[src/design/c_like_lexeme_splitter_top_defines.svh]
// assertion macros for the lexeme splitter
`ifndef C_LIKE_LEXEME_SPLITTER_TOP_DEFINES_SVH
`define C_LIKE_LEXEME_SPLITTER_TOP_DEFINES_SVH

// same-cycle implication, disabled in reset
`define LLS_ASSERT_NOW(lbl, ante, cons, msg) \
  lbl: assert property (@(posedge clk) disable iff (!rst_n) (ante) |-> (cons)) \
    else $error(msg);

// next-cycle implication, disabled in reset
`define LLS_ASSERT_NEXT(lbl, ante, cons, msg) \
  lbl: assert property (@(posedge clk) disable iff (!rst_n) (ante) |=> (cons)) \
    else $error(msg);

`endif

[src/design/lls_pkg.sv]
// types, constants and character classes for the lexeme splitter
package lls_pkg;

  localparam int FIFO_DEPTH = 4;

  localparam logic [1:0] KIND_IDENT  = 2'd0;
  localparam logic [1:0] KIND_NUMBER = 2'd1;
  localparam logic [1:0] KIND_PUNCT  = 2'd2;

  localparam logic [7:0] CH_UNDERSCORE = 8'h5F;
  localparam logic [7:0] CH_D          = 8'h64;
  localparam logic [7:0] CH_F          = 8'h66;
  localparam logic [7:0] CH_C          = 8'h63;
  localparam logic [7:0] CH_S          = 8'h73;
  localparam logic [7:0] CH_N          = 8'h6E;
  localparam logic [7:0] CH_T          = 8'h74;
  localparam logic [7:0] CH_R          = 8'h72;
  localparam logic [7:0] CH_PLUS       = 8'h2B;
  localparam logic [7:0] CH_MINUS      = 8'h2D;
  localparam logic [7:0] CH_STAR       = 8'h2A;
  localparam logic [7:0] CH_SLASH      = 8'h2F;
  localparam logic [7:0] CH_EQ         = 8'h3D;
  localparam logic [7:0] CH_LT         = 8'h3C;
  localparam logic [7:0] CH_GT         = 8'h3E;
  localparam logic [7:0] CH_BANG       = 8'h21;
  localparam logic [7:0] CH_PERCENT    = 8'h25;
  localparam logic [7:0] CH_BSLASH     = 8'h5C;
  localparam logic [7:0] CH_AMP        = 8'h26;
  localparam logic [7:0] CH_PIPE       = 8'h7C;
  localparam logic [7:0] CH_LPAREN     = 8'h28;
  localparam logic [7:0] CH_RPAREN     = 8'h29;
  localparam logic [7:0] CH_LBRACK     = 8'h5B;
  localparam logic [7:0] CH_RBRACK     = 8'h5D;
  localparam logic [7:0] CH_LBRACE     = 8'h7B;
  localparam logic [7:0] CH_RBRACE     = 8'h7D;
  localparam logic [7:0] CH_COMMA      = 8'h2C;
  localparam logic [7:0] CH_SEMI       = 8'h3B;
  localparam logic [7:0] CH_DOT        = 8'h2E;
  localparam logic [7:0] CH_SQUOTE     = 8'h27;
  localparam logic [7:0] CH_DQUOTE     = 8'h22;
  localparam logic [7:0] CH_UP_A       = 8'h41;
  localparam logic [7:0] CH_UP_Z       = 8'h5A;
  localparam logic [7:0] CH_LO_A       = 8'h61;
  localparam logic [7:0] CH_LO_Z       = 8'h7A;
  localparam logic [7:0] CH_0          = 8'h30;
  localparam logic [7:0] CH_9          = 8'h39;

  typedef enum logic [1:0] {
    MODE_IDLE,
    MODE_IDENT,
    MODE_NUMBER,
    MODE_PUNCT
  } mode_t;

  typedef struct packed {
    logic [7:0] char_in;
    logic       end_of_input;
  } in_word_t;

  typedef struct packed {
    logic [7:0] char_out;
    logic       begins_lexeme;
    logic [1:0] lexeme_kind;
    logic       end_of_stream;
    logic       last_of_run;
  } out_word_t;

  function automatic logic is_letter(input logic [7:0] c);
    return (c >= CH_UP_A && c <= CH_UP_Z) || (c >= CH_LO_A && c <= CH_LO_Z) ||
           (c == CH_UNDERSCORE);
  endfunction

  function automatic logic is_digit(input logic [7:0] c);
    return c >= CH_0 && c <= CH_9;
  endfunction

  function automatic logic is_single_punct(input logic [7:0] c);
    return (c == CH_LPAREN) || (c == CH_RPAREN) || (c == CH_LBRACK) ||
           (c == CH_RBRACK) || (c == CH_LBRACE) || (c == CH_RBRACE) ||
           (c == CH_COMMA) || (c == CH_SEMI) || (c == CH_DOT) ||
           (c == CH_SQUOTE) || (c == CH_DQUOTE);
  endfunction

  function automatic logic is_opener(input logic [7:0] c);
    return (c == CH_PLUS) || (c == CH_MINUS) || (c == CH_STAR) ||
           (c == CH_SLASH) || (c == CH_EQ) || (c == CH_LT) || (c == CH_GT) ||
           (c == CH_BANG) || (c == CH_PERCENT) || (c == CH_BSLASH) ||
           (c == CH_AMP) || (c == CH_PIPE);
  endfunction

  function automatic logic forms_pair(input logic [7:0] first, input logic [7:0] second);
    logic ok;
    case (first)
      CH_PLUS:    ok = (second == CH_EQ) || (second == CH_PLUS);
      CH_MINUS:   ok = (second == CH_EQ) || (second == CH_MINUS);
      CH_STAR, CH_SLASH, CH_EQ, CH_LT, CH_GT, CH_BANG:
                  ok = (second == CH_EQ);
      CH_PERCENT: ok = (second == CH_D) || (second == CH_F) ||
                       (second == CH_C) || (second == CH_S);
      CH_BSLASH:  ok = (second == CH_N) || (second == CH_T) || (second == CH_R);
      CH_AMP:     ok = (second == CH_AMP);
      CH_PIPE:    ok = (second == CH_PIPE);
      default:    ok = 1'b0;
    endcase
    return ok;
  endfunction

endpackage

[src/design/c_like_lexeme_splitter_top.sv]
// lexeme splitter top level: byte classifier, scan state and result queue
//
//   channel | ports                          | word
//   --------+--------------------------------+---------------------------------
//   input   | in_valid, in_stall, in_data    | source byte and last-byte flag
//   output  | out_valid, out_stall, out_data | lexeme byte or end marker
//
// one input word per cycle is taken unless stalled; the classifier and scan
// state update sit between the scan registers and a FIFO_DEPTH-entry queue.
// a word yields zero, one or two output words; the output side drains one
// word per cycle unless stalled, so only runs of two-result words (last byte)
// slow intake. in_stall rises when the queue has fewer than two free entries.
// synchronous reset empties the queue and returns the scan to idle.
module c_like_lexeme_splitter_top #(
  parameter int DEPTH = lls_pkg::FIFO_DEPTH
) (
  input  logic              clk,
  input  logic              rst_n,
  input  logic              in_valid,
  output logic              in_stall,
  input  lls_pkg::in_word_t in_data,
  output logic              out_valid,
  input  logic              out_stall,
  output lls_pkg::out_word_t out_data
);
  import lls_pkg::*;

`include "c_like_lexeme_splitter_top_defines.svh"

  localparam int PTR_W = $clog2(DEPTH);
  localparam int CNT_W = $clog2(DEPTH + 1);

  out_word_t        fifo_r [DEPTH];
  logic [PTR_W-1:0] wr_ptr_r, wr_ptr_nxt;
  logic [PTR_W-1:0] rd_ptr_r, rd_ptr_nxt;
  logic [CNT_W-1:0] count_r, count_nxt;
  mode_t            mode_r, mode_nxt;
  logic [7:0]       opener_r, opener_nxt;

  logic       in_fire, out_fire;
  logic       kept, begins;
  logic [1:0] kind;
  logic [1:0] push_n;
  logic [PTR_W-1:0] wr_ptr_inc;
  out_word_t  res_byte, res_eos;

  function automatic logic [PTR_W-1:0] ptr_inc(input logic [PTR_W-1:0] p);
    return (p == PTR_W'(DEPTH - 1)) ? '0 : p + 1'b1;
  endfunction

  assign in_fire  = in_valid && !in_stall;
  assign out_fire = out_valid && !out_stall;
  assign in_stall = count_r > CNT_W'(DEPTH - 2);
  assign out_valid = count_r != '0;
  assign out_data  = fifo_r[rd_ptr_r];

  // classify the incoming byte against the open lexeme
  always_comb begin
    kept       = 1'b1;
    begins     = 1'b1;
    kind       = KIND_PUNCT;
    mode_nxt   = mode_r;
    opener_nxt = opener_r;
    if (mode_r == MODE_IDENT && (is_letter(in_data.char_in) || is_digit(in_data.char_in))) begin
      begins = 1'b0;
      kind   = KIND_IDENT;
    end else if (mode_r == MODE_NUMBER && is_digit(in_data.char_in)) begin
      begins = 1'b0;
      kind   = KIND_NUMBER;
    end else if (mode_r == MODE_PUNCT && forms_pair(opener_r, in_data.char_in)) begin
      // pair completes and closes the lexeme
      begins   = 1'b0;
      mode_nxt = MODE_IDLE;
    end else if (is_letter(in_data.char_in)) begin
      kind     = KIND_IDENT;
      mode_nxt = MODE_IDENT;
    end else if (is_digit(in_data.char_in)) begin
      kind     = KIND_NUMBER;
      mode_nxt = MODE_NUMBER;
    end else if (is_opener(in_data.char_in)) begin
      mode_nxt   = MODE_PUNCT;
      opener_nxt = in_data.char_in;
    end else if (is_single_punct(in_data.char_in)) begin
      mode_nxt = MODE_IDLE;
    end else begin
      kept     = 1'b0;
      mode_nxt = MODE_IDLE;
    end
    if (mode_nxt != MODE_PUNCT) begin
      opener_nxt = '0;
    end
    // end of text starts the next one from idle
    if (in_data.end_of_input) begin
      mode_nxt   = MODE_IDLE;
      opener_nxt = '0;
    end
  end

  always_comb begin
    res_byte.char_out      = in_data.char_in;
    res_byte.begins_lexeme = begins;
    res_byte.lexeme_kind   = kind;
    res_byte.end_of_stream = 1'b0;
    res_byte.last_of_run   = !in_data.end_of_input;
    res_eos.char_out       = '0;
    res_eos.begins_lexeme  = 1'b0;
    res_eos.lexeme_kind    = KIND_IDENT;
    res_eos.end_of_stream  = 1'b1;
    res_eos.last_of_run    = 1'b1;
  end

  always_comb begin
    push_n     = in_fire ? {1'b0, kept} + {1'b0, in_data.end_of_input} : 2'd0;
    wr_ptr_inc = ptr_inc(wr_ptr_r);
    case (push_n)
      2'd0:    wr_ptr_nxt = wr_ptr_r;
      2'd1:    wr_ptr_nxt = wr_ptr_inc;
      2'd2:    wr_ptr_nxt = ptr_inc(wr_ptr_inc);
      default: wr_ptr_nxt = wr_ptr_r;
    endcase
    rd_ptr_nxt = out_fire ? ptr_inc(rd_ptr_r) : rd_ptr_r;
    count_nxt  = count_r + CNT_W'(push_n) - CNT_W'(out_fire);
  end

  always_ff @(posedge clk) begin
    if (!rst_n) begin
      wr_ptr_r <= '0;
      rd_ptr_r <= '0;
      count_r  <= '0;
      mode_r   <= MODE_IDLE;
      opener_r <= '0;
    end else begin
      wr_ptr_r <= wr_ptr_nxt;
      rd_ptr_r <= rd_ptr_nxt;
      count_r  <= count_nxt;
      if (in_fire) begin
        mode_r   <= mode_nxt;
        opener_r <= opener_nxt;
      end
    end
  end

  // queue entries carry no reset
  always_ff @(posedge clk) begin
    if (in_fire) begin
      if (kept) begin
        fifo_r[wr_ptr_r] <= res_byte;
      end
      if (in_data.end_of_input) begin
        fifo_r[kept ? wr_ptr_inc : wr_ptr_r] <= res_eos;
      end
    end
  end

  `LLS_ASSERT_NOW(a_count_bound, 1'b1, count_r <= CNT_W'(DEPTH), "queue count overflow")
  `LLS_ASSERT_NOW(a_eos_shape, out_valid && out_data.end_of_stream, out_data.last_of_run && out_data.char_out == 8'd0, "malformed end marker")
  `LLS_ASSERT_NEXT(a_idle_after_end, in_fire && in_data.end_of_input, mode_r == MODE_IDLE && opener_r == 8'd0, "scan not idle after end of text")
  `LLS_ASSERT_NEXT(a_pop_only, out_fire && !in_fire, count_r == $past(count_r) - 1'b1, "pop without push miscounted")

endmodule

[config.mk]
export PLATFORM = sky130hd
export DESIGN_NAME = c_like_lexeme_splitter_top
export DESIGN_NICKNAME = d
export VERILOG_FILES = /design/src/design/lls_pkg.sv /design/src/design/c_like_lexeme_splitter_top.sv
export VERILOG_INCLUDE_DIRS = /design/src /design/src/design
export SDC_FILE = /design/constraint.sdc
export NUM_CORES = 1
export LEC_CHECK = 0
export BUFFER_PORTS_ARGS = -buffer_cell sky130_fd_sc_hd__buf_2
export CELL_PAD_IN_SITES_DETAIL_PLACEMENT = 1
export CELL_PAD_IN_SITES_GLOBAL_PLACEMENT = 1
export CORE_MARGIN = 4
export CORE_UTILIZATION = 49
export CTS_CLUSTER_SIZE = 8
export DETAILED_ROUTE_END_ITERATION = 6
export MAX_ROUTING_LAYER = met4
export PLACE_DENSITY_LB_ADDON = 0.05
export SLEW_MARGIN = 20
export SYNTH_ARGS = -nofsm -noshare
export SYNTH_HDL_FRONTEND = slang
export SYNTH_SLANG_ARGS = --single-unit
export TNS_END_PERCENT = 1
[constraint.sdc]
create_clock -name clk -period 5.1 [get_ports clk]
set_clock_uncertainty 0.2 [all_clocks]
set_input_delay 0.255 -clock clk [delete_from_list [all_inputs] [get_ports clk]]
set_output_delay 0.255 -clock clk [all_outputs]
set_load 0.005 [all_outputs]
==> metrics.cfg, run 1 <==
[layout]
num_antenna_cells=0
layout-drive-gt1-share_pct=14.8
areaGrowthSynthToFinish_pct=7.78
final_nets=453
stdcell_count=532
multi_input_area_sq_um=2090
fillCellCount=866
regArea_sq_um=1420

[power]
ir_drop_mv=0.316
power.density_nw_per_um2=453
power.leakage_uw=0.00155

[place]
dp_cells=517
io_buffer_count=27
place.gp.congestion=0.886
hpwl_um=6800

[global_routing]
antenna_found_initial=0
grt_pass1_wl_um=17100
grt_pass1_vias=3349
grt.overflow.total=0
grtUsageTotal_pct=25.4
grt_start_max_net_pins=24

[floorplanning]
dieArea_sq_um=9070
rows=31
die_w_um=95.3
die_h_um=95.3
coreArea_sq_um=7330
start_util_pct=50.9
io_pins=28

[synth]
yosysSeqAreaShare_pct=38.1
yosys-mux-area-fraction_pct=10.8
async_flop_share_pct=0
yosys.area_share.adder_pct=3.89
synth_edf_count=0
ys_seq_elements=71
ys_warn_count=0
ys.flop_type=dfxtp_1
synth_nets=446
synthDistinctLibCells=58
yosys.area_share.simple_pct=25.6
synth_xor_area_share_pct=0.939
synth_top_family_by_area=simple AND/OR/NAND/NOR gates
syn_area_per_cell_sq_um=8.84
netlist_area_sq_um=3730
synthCells=422
synth_compound_area_share_pct=14.9

[timing]
fin_crit_sh_pct=72.2
period_minus_slack_ns=3.68
max_slew.worst_pin.slew_ns=0.952
hold_viol_final=0
slew_headroom_pct=36.5
rsz0062_at_grt=no
drv_slew=0
finalSetupTns_ns=0
fmax_mhz=271
setup_viol=0

[worst_hold_path]
whs_path_depth=3
min_from=in_data[6]
hold_class=input pin to register
whs_endpoint=fifo_r[0][10]

[detailed_routing]
via_count=3142
firstDrtPassIters=5
first_iter_violations=122
drc=0
antenna_left=0
routed_via_density=5.91
wirelength_um=10100
wl_per_cell_um=19.1

[critical_path]
rr_startpoint=count_r[0]
worst_setup_path_start_kind=input pin
slowest_stage=a222oi_1
crit_type=input pin to register
slowest_delay_ns=0.46
cp_data_required_time_ns=5.14
ff2ff_path_depth=10
arrival_ns=3.73
crit_chain=buf_2, nand2b_1, a32o_1, a222oi_1, nand4b_2, ha_1, nand2_1, ha_1, inv_1, ha_1, fa_1, xnor2_1, xnor2_1, and2_1
timing.rr.end=count_r[2]
crit_top_cell=ha_1
cp-end-kind=register
path_max_fanout=23
r2r_slack_ns=2.21

[clock_tree]
clock_path_buffers=2
cts_buffers=9
postCtsHoldBufs=0
htree_levels=3
path_clk_slew_ns=0.09
cts.repair.resized=0
post_cts_buffers=0
clock-sinks=71
clk_latency_ns=0.35
cts_root_buffer=clkbuf_8
cts_tree=yes

[flow_run]
drv_cap=0

[run_status]
status=completed

-- area by class of cell --
| type | instances | share of cell area, % |
|---|---|---|
| clock inverters | 6 | 2.15 |
| clock buffers | 9 | 3.08 |
| inverters | 10 | 0.933 |
| multi-input cells | 310 | 52.1 |
| well taps | 99 | 3.08 |
| flip-flops and latches | 71 | 35.3 |
| repair buffers | 27 | 3.36 |
-- cells in the final DEF (no fill, tap or decap), types with 3 or more instances in the layout --
master / Yosys / final
a211o_1: 4 / 4
a21boi_0: 4 / 4
a21o_1: 4 / 4
a21oi_1: 34 / 34
a21oi_2: 4 / 4
a22o_1: 7 / 7
and2_1: 7 / 7
and3_1: 6 / 6
and4_1: 4 / 4
buf_2: 10 / 27
clkbuf_8: 0 / 9
dfxtp_1: 71 / 71
ha_1: 10 / 10
inv_1: 10 / 10
mux2i_1: 10 / 10
mux4_2: 13 / 13
nand2_1: 73 / 73
nand2b_1: 4 / 4
nand3_1: 10 / 10
nand3b_1: 3 / 3
nand4_1: 6 / 6
nor2_1: 31 / 31
nor2b_1: 14 / 14
nor3_1: 8 / 8
nor3b_1: 3 / 3
o21ai_0: 9 / 9
or3_1: 6 / 6
xnor2_1: 3 / 3
-- power by group --
part	switching, uW	internal [uW]
registers	112	702
clock network	221	272
logic	244	269
total	577	1240
-- registers in the layout (all words and copies together), names as in the netlist, named ones only --
signal,count
opener_r,8
fifo_r,52
count_r,3
mode_r,2
wr_ptr_r,2
rd_ptr_r,2
-- metal layers --
metal	part of all wire, %	GRT usage [%]	vias up
li1	-	-	1512
met1	43	31.0	1556
met2	51	43.1	59
met3	4.1	3.24	15
met4	1.6	8.89	0
met5	0	-	-
-- per-stage QoR --
stage | instance area, sq um | utilization (%) | setup slack [ns] | total power, uW | hold WS, ns
6_report | 4020 | 54.9 | 1.42 | 1820 | 0.0517
4_1_cts | 4020 | 54.9 | 1.45 | 1830 | 0.0399
5_1_grt | 4020 | 54.9 | 1.10 | 1950 | 0.0546
3_5_place_dp | 3810 | 52.0 | 1.13 | 1340 | 0.221
2_1_floorplan | 3730 | - | 1.68 | 1170 | 0.206
3_3_place_gp | 3810 | 52.0 | 1.29 | 1300 | 0.214
-- worst max-delay path, delay by kind of cell --
| kind | cells | cell delay, ns |
|---|---|---|
| buf+inv | 2 | 0.37 |
| xor+xnor | 2 | 0.27 |
| simple gates | 4 | 0.79 |
| compound gates | 2 | 0.74 |
| fa+ha+maj | 4 | 1.29 |
-- how the worst max path moves through the flow --
stage / startpoint / cells after the start / slack (ns) / end
2_1_floorplan: in_data[1] / 15 / 1.68 / count_r[2]
3_3_place_gp: in_data[3] / 14 / 1.29 / count_r[2]
3_5_place_dp: in_data[3] / 14 / 1.13 / count_r[2]
4_1_cts: in_data[3] / 14 / 1.45 / count_r[2]
5_1_grt: in_data[3] / 14 / 1.10 / count_r[2]
6_report: in_data[3] / 14 / 1.42 / count_r[2]
-- Yosys cell counts (all sizes together) (2+ instances only) --
cell	n	area share [%]
a41oi	2	0.47
nor2b	14	2.3
and3	6	1.0
and2	7	1.2
ha	10	3.4
nand4b	2	0.64
nor3	8	1.1
a211o	4	0.94
or4	2	0.40
nand3	10	1.3
clkbuf	12	1.2
o21ai	10	1.4
nor4bb	2	0.54
nand2b	4	0.67
a21o	4	0.80
and3b	2	0.47
nor2	31	3.1
or3	6	1.0
nand3b	3	0.60
a22o	7	1.6
xnor2	3	0.70
dfxtp	71	38
o2111ai	2	0.47
a21oi	38	5.5
inv	10	1.0
and4	4	0.94
nor3b	4	0.94
o32ai	2	0.47
mux4	13	7.8
mux2i	10	2.7
nand4	6	1.0
o211ai	2	0.40
a21boi	4	0.80
buf	19	3.6
nand2	73	7.3
-- cell families (layout without fill, tap and decap cells) --
group / after synthesis / count (layout)
and+or+nand+nor: 188 / 188
muxes: 24 / 24
adders and majority gates: 11 / 11
xor gates and xnor gates: 4 / 4
AOI/OAI and AO/OA: 83 / 83
buffers and inverters: 41 / 52
DFF: 71 / 71
Note: power is estimated with default switching activity, not from simulation.
==> run 2: changes to the inputs <==
--- a/config.mk
+++ b/config.mk
@@ -6,11 +6,12 @@
 export SDC_FILE = /design/constraint.sdc
 export NUM_CORES = 1
 export LEC_CHECK = 0
+export ABC_AREA = 1
 export BUFFER_PORTS_ARGS = -buffer_cell sky130_fd_sc_hd__buf_2
 export CELL_PAD_IN_SITES_DETAIL_PLACEMENT = 1
 export CELL_PAD_IN_SITES_GLOBAL_PLACEMENT = 1
 export CORE_MARGIN = 4
-export CORE_UTILIZATION = 49
+export CORE_UTILIZATION = 39
 export CTS_CLUSTER_SIZE = 8
 export DETAILED_ROUTE_END_ITERATION = 6
 export MAX_ROUTING_LAYER = met4
==> constraint.sdc (replaced) <==
create_clock -name clk -period 3.3 [get_ports clk]
set_clock_uncertainty 0.2 [all_clocks]
set_input_delay 0.165 -clock clk [delete_from_list [all_inputs] [get_ports clk]]
set_output_delay 0.165 -clock clk [all_outputs]
set_load 0.005 [all_outputs]
==> run 2 against run 1 <==
Effect of this change:
- power is 87% higher
- routed wire length is 17% higher
- critical path type unchanged
- non-clock buffer count is 11 higher
==> metrics.cfg, run 2 <==
[run_status]
status=completed

[layout]
num_antenna_cells=0
stdcell_count=788
final_cell_mix=182 x nand2_1, 75 x inv_1, 71 x dfxtp_1, 64 x nor2_1, 36 x o21ai_0
final_nets=671
fillCellCount=1374
top_register=fifo_r
biggestRegsByFlops=fifo_r (52), opener_r (8), count_r (3)
layout-drive-gt1-share_pct=17.5
areaGrowthSynthToFinish_pct=11.2
final_common_cell=nand2_1
largest_register_ff_count=52

[critical_path]
worst_setup_path_start_kind=input pin
cp_data_required_time_ns=3.35
arrival_ns=3.14
path_max_fanout=6
cp-end-kind=register
rr_startpoint=opener_r[5]
crit_type=input pin to register
startpoint=in_data[5]

[detailed_routing]
first_iter_violations=183
drc=0
firstDrtPassIters=4
routed_via_density=4.96
wl_met3_um=303
wl_per_cell_um=15.1
wl_met2_um=5910
wl_met1_um=5520
antenna_left=0
top_layer_used=met4
via_count=3905
wirelength_um=11900

[place]
post-place-ws_ns=0.0981
place.gp.congestion=0.865
hpwl_um=8670
io_buffer_count=27
dp_cells=765

[worst_hold_path]
hold_class=input pin to register
min_from=in_data[1]

[power]
totalPowerFinal_uw=3400
power.leakage_uw=0.00236
ir_drop_mv=0.379
pwr-share-clk_pct=23.1
pwr-share-comb_pct=38.1
pwr-share-seq_pct=38.7
power.density_nw_per_um2=735
p_int_uw=2090
p_sw_uw=1310
p_sw_share_pct=38.4

[clock_tree]
clock_path_buffers=2
clk_latency_ns=0.35
htree_levels=3
clock-sinks=71
cts_root_buffer=clkbuf_8
path_clk_slew_ns=0.08
cts_tree=yes
cts_buffers=9

[synth]
syn_area_per_cell_sq_um=6.71
netlist_area_sq_um=4160
ys_seq_elements=71
synthDistinctLibCells=37
synth_most_common_cell=nand2_1
yosysSeqAreaShare_pct=34.2
async_flop_share_pct=0
synth_area_leaders=dfxtp_1 34%, nand2_1 16%, inv_1 6.8%
ys_warn_count=0
synth_top_area_cell=dfxtp_1
yosys.area.top_type_share_pct=34.2
synth_nets=644
synth_edf_count=0
ys.flop_type=dfxtp_1
synthCells=620
ys_top_cells_by_count=182 x nand2_1, 75 x inv_1, 71 x dfxtp_1, 66 x nor2_1, 37 x o21ai_0

[floorplanning]
die_h_um=111
start_util_pct=40.1
die_w_um=111
io_pins=28
rows=37
coreArea_sq_um=10400
dieArea_sq_um=12400

[timing]
max_slew.worst_pin.slew_ns=0.836
drv_slew=0
fin_crit_sh_pct=93.8
finalSetupTns_ns=0
worst_slack_ns=0.204
fmax_mhz=323
rsz0062_at_grt=no
slew_headroom_pct=44.2
hold_viol_final=0
period_minus_slack_ns=3.10
setup_viol=0

[global_routing]
grt.overflow.total=0
grt_pass1_vias=4029
antenna_found_initial=0
grtUsageTotal_pct=20.0
grt_pass1_wl_um=19500
grt_start_max_net_pins=27

[flow_run]
drv_cap=0

[run 2: cell count changes after synthesis, moves of 11 or more]
cell,before,now
inv_1,10,75
o21ai_1,0,21
o21ai_2,1,12
nand2_1,73,182
o21ai_0,9,37
nor2_1,31,66
mux4_2,13,0
o22ai_1,0,13
nor2b_1,14,1
[run 2: metrics by stage]
step                hold WS (ns)  area, sq um  utilization (%)
finish                    0.0390         4620             44.6
global route              0.0451         4620             44.6
CTS                       0.0285         4590             44.2
detailed placement         0.239         4320             41.6
global placement           0.232         4320             41.6
floorplan                 0.0859         4160                -
[run 2: timing repair]
action | 4_1_cts | 5_1_grt
hold buffers | 5 | 0
buffers inserted | 0 | 2
setup endpoints to repair | 0 | 1
gates resized for setup | 0 | 9
hold endpoints to repair | 14 | 0
[run 2: final timing paths]
kind                                       to  slack [ns]  cells after the start
worst max-delay path               count_r[2]        0.20                     17
worst min-delay path              opener_r[0]        0.04                      3
worst max register to register    opener_r[5]        0.50                     15
worst min register to register  fifo_r[1][12]        0.25                      2
[run 2: critical path: stages]
cell and delay, ns:
dlygate4sd3_1 0.54, buf_4 0.17, nand3_1 0.16, inv_1 0.08
nand2_1 0.10, nand2_1 0.13, nor2_4 0.12, nand2_4 0.10
ha_1 0.29, nand2_1 0.07, ha_1 0.28, inv_1 0.04
ha_1 0.19, fa_2 0.36, xor2_2 0.16, o21ai_1 0.13
a21oi_1 0.05
[run 2: final cells by class]
type / count / area [sq um] / share of cell area, %
repair buffers: 38 / 233 / 5.03
well taps: 136 / 170 / 3.68
flip-flops and latches: 71 / 1420 / 30.7
clock buffers: 9 / 124 / 2.68
multi-input cells: 436 / 2220 / 48.1
inverters: 91 / 359 / 7.77
clock inverters: 7 / 95.1 / 2.06
[run 2: kinds of logic (layout without fill, tap and decap cells)]
logic type / Yosys count / in the layout / share of synthesized area (%)
flip-flops: 71 / 71 / 34.2
AO/OA/AOI/OAI: 116 / 116 / 16.4
XOR/XNOR: 3 / 3 / 0.632
buffers and inverters: 113 / 145 / 12.8
adder cells (fa/ha/maj): 11 / 11 / 3.49
AND/OR/NAND/NOR: 306 / 306 / 32.5
[run 2: routing by layer]
layer / track usage [%] / up-vias
met1: 23.4 / 1855
met4: 6.16 / 0
met3: 3.17 / 16
met5: - / -
li1: - / 1995
met2: 35.3 / 39
[run 2: power by group through the flow]
| stage | logic [uW] | clock network, uW | registers [uW] |
|---|---|---|---|
| final | 1300 | 787 | 1320 |
| after global placement | 1230 | 0 | 1330 |
| after detailed placement | 1280 | 0 | 1340 |
| after CTS | 1300 | 808 | 1320 |
| after global routing | 1480 | 843 | 1360 |
| after floorplan | 938 | 0 | 1270 |
==> run 3: changes to the inputs <==
--- a/config.mk
+++ b/config.mk
@@ -8,14 +8,12 @@
 export LEC_CHECK = 0
 export ABC_AREA = 1
 export BUFFER_PORTS_ARGS = -buffer_cell sky130_fd_sc_hd__buf_2
-export CELL_PAD_IN_SITES_DETAIL_PLACEMENT = 1
-export CELL_PAD_IN_SITES_GLOBAL_PLACEMENT = 1
 export CORE_MARGIN = 4
-export CORE_UTILIZATION = 39
+export CORE_UTILIZATION = 55
 export CTS_CLUSTER_SIZE = 8
 export DETAILED_ROUTE_END_ITERATION = 6
 export MAX_ROUTING_LAYER = met4
-export PLACE_DENSITY_LB_ADDON = 0.05
+export PLACE_DENSITY = 0.77
 export SLEW_MARGIN = 20
 export SYNTH_ARGS = -nofsm -noshare
 export SYNTH_HDL_FRONTEND = slang
==> run 3 against run 2 <==
Effect of this change:
- setup slack got worse by 0.071 ns
- critical path type unchanged
- power up 3.2%
- fmax shrank 2.2%
- final cell count is 5.1% lower
- first-iteration DRC count increased by 40%
- via count fell by 0.13%
==> metrics.cfg, run 3 (synthesis gave the netlist of run 2 again) <==
[detailed_routing]
wirelength_um=10000
firstDrtPassIters=5
wl_met2_um=4810
antenna_left=0
wl_met3_um=535
drc=0
via_count=3900
wl_met1_um=4490
first_iter_violations=256
wl_per_cell_um=13.4
top_layer_used=met4
routed_via_density=5.21

[power]
power.leakage_uw=0.00236
totalPowerFinal_uw=3510
ir_drop_mv=0.345
power.density_nw_per_um2=763

[global_routing]
grt_pass1_vias=3649
grt_pass1_wl_um=17000
grt.overflow.total=0
antenna_found_initial=0
grt_start_max_net_pins=28
grtUsageTotal_pct=24.9

[critical_path]
crit_type=input pin to register
path_max_fanout=7
arrival_ns=3.25
rr_startpoint=count_r[2]
r2r_slack_ns=0.65
timing.rr.end=count_r[2]
ff2ff_path_depth=11
cp_data_required_time_ns=3.38
cp-end-kind=register
worst_setup_path_start_kind=input pin

[timing]
drv_slew=0
hold_viol_final=0
period_minus_slack_ns=3.17
fmax_mhz=316
max_slew.worst_pin.slew_ns=0.743
setup_viol=0
fin_crit_sh_pct=96.0
slew_headroom_pct=50.4

[floorplanning]
die_h_um=95.0
io_pins=28
die_w_um=95.0
rows=31
dieArea_sq_um=9020
coreArea_sq_um=7290
start_util_pct=57.0

[worst_hold_path]
whs_endpoint=opener_r[3]
hold_class=input pin to register
whs_path_depth=3
min_from=in_data[4]

[clock_tree]
clock-sinks=71
htree_levels=3
path_clk_slew_ns=0.08
cts_root_buffer=clkbuf_8
cts_tree=yes
cts_buffers=9
clock_path_buffers=2
clk_latency_ns=0.35

[layout]
multi_input_area_sq_um=2210
largest_register_ff_count=52
biggestRegsByFlops=fifo_r (52), opener_r (8), count_r (3)
final_cell_mix=182 x nand2_1, 75 x inv_1, 71 x dfxtp_1, 66 x nor2_1, 36 x o21ai_0
final_common_cell=nand2_1
fin_area_sq_um=4600
num_antenna_cells=0
top_register=fifo_r
regArea_sq_um=1420
layout-drive-gt1-share_pct=16.6
fillCellCount=679
final_nets=668
areaGrowthSynthToFinish_pct=10.5

[flow_run]
drv_cap=0

[place]
dpl_cell_area_sq_um=4260
place.gp.congestion=0.973
hpwl_um=6950
io_buffer_count=27

[run_status]
status=completed

==> run 3: cell count changes in the layout (fill, tap and decap cells not counted), sizes merged <==
| cell | change |
|---|---|
| clkinvlp | -1 |
| inv | -2 |
| dlygate4sd3 | -1 |
| buf | -2 |
| bufinv | +2 |
| clkbuf | +2 |
| clkinv | -1 |
==> run 3: worst max-delay path, stage by stage <==
cell	delay [ns]
dlygate4sd3_1	0.52
buf_2	0.16
inv_4	0.10
nor2_1	0.05
nand2_1	0.10
inv_2	0.07
o21ai_2	0.07
o21ai_2	0.10
nor2_4	0.13
nand2_4	0.10
ha_1	0.29
nand2_1	0.07
ha_1	0.29
inv_1	0.04
ha_1	0.18
fa_1	0.38
xor2_1	0.17
buf_4	0.14
a21oi_1	0.14
==> run 3: metrics by stage <==
step	instances	hold slack (ns)	utilization, %	setup TNS (ns)	setup WS (ns)
2_1_floorplan	620	0.0859	-	0	0.482
3_3_place_gp	726	0.231	58.4	0	0.255
3_5_place_dp	726	0.234	58.4	0	0.172
4_1_cts	746	0.0206	62.6	0	0.0753
5_1_grt	748	0.0571	63.0	-0.00548	-0.00548
6_report	748	0.0293	63.0	0	0.133
==> run 3: layer usage <==
| metal | vias to the layer above | GRT usage, % |
|---|---|---|
| met5 | - | - |
| li1 | 1991 | - |
| met2 | 115 | 41.6 |
| met3 | 18 | 4.22 |
| met4 | 0 | 7.93 |
| met1 | 1776 | 30.5 |
==> run 3: how the worst max path moves through the flow <==
stage | depth (start not counted) | startpoint | end
after floorplan | 16 | in_data[4] | count_r[2]
after global placement | 17 | in_data[1] | count_r[2]
after detailed placement | 17 | in_data[1] | count_r[2]
after CTS | 19 | in_data[5] | count_r[2]
after global routing | 19 | in_data[6] | count_r[2]
final | 19 | in_data[6] | count_r[2]
==> run 3: power breakdown <==
part | switching, uW | internal [uW]
Combinational | 756 | 516
Sequential | 165 | 1150
Clock | 325 | 601
==> run 3: cell type report <==
cell class                      instances  share of cell area, %
Sequential cell                        71                   30.9
Clock inverter                          5                   2.80
Inverter                               91                   7.87
Multi-Input combinational cell        436                   48.1
Clock buffer                           11                   3.08
Timing Repair Buffer                   35                   4.52
Tap cell                               99                   2.69
==> run 3: timing repair <==
item	CTS	global route
hold buffers	4	0
setup buffers	0	2
setup endpoints to repair	0	1
gates resized for setup	0	7
endpoints found under the hold margin	12	0
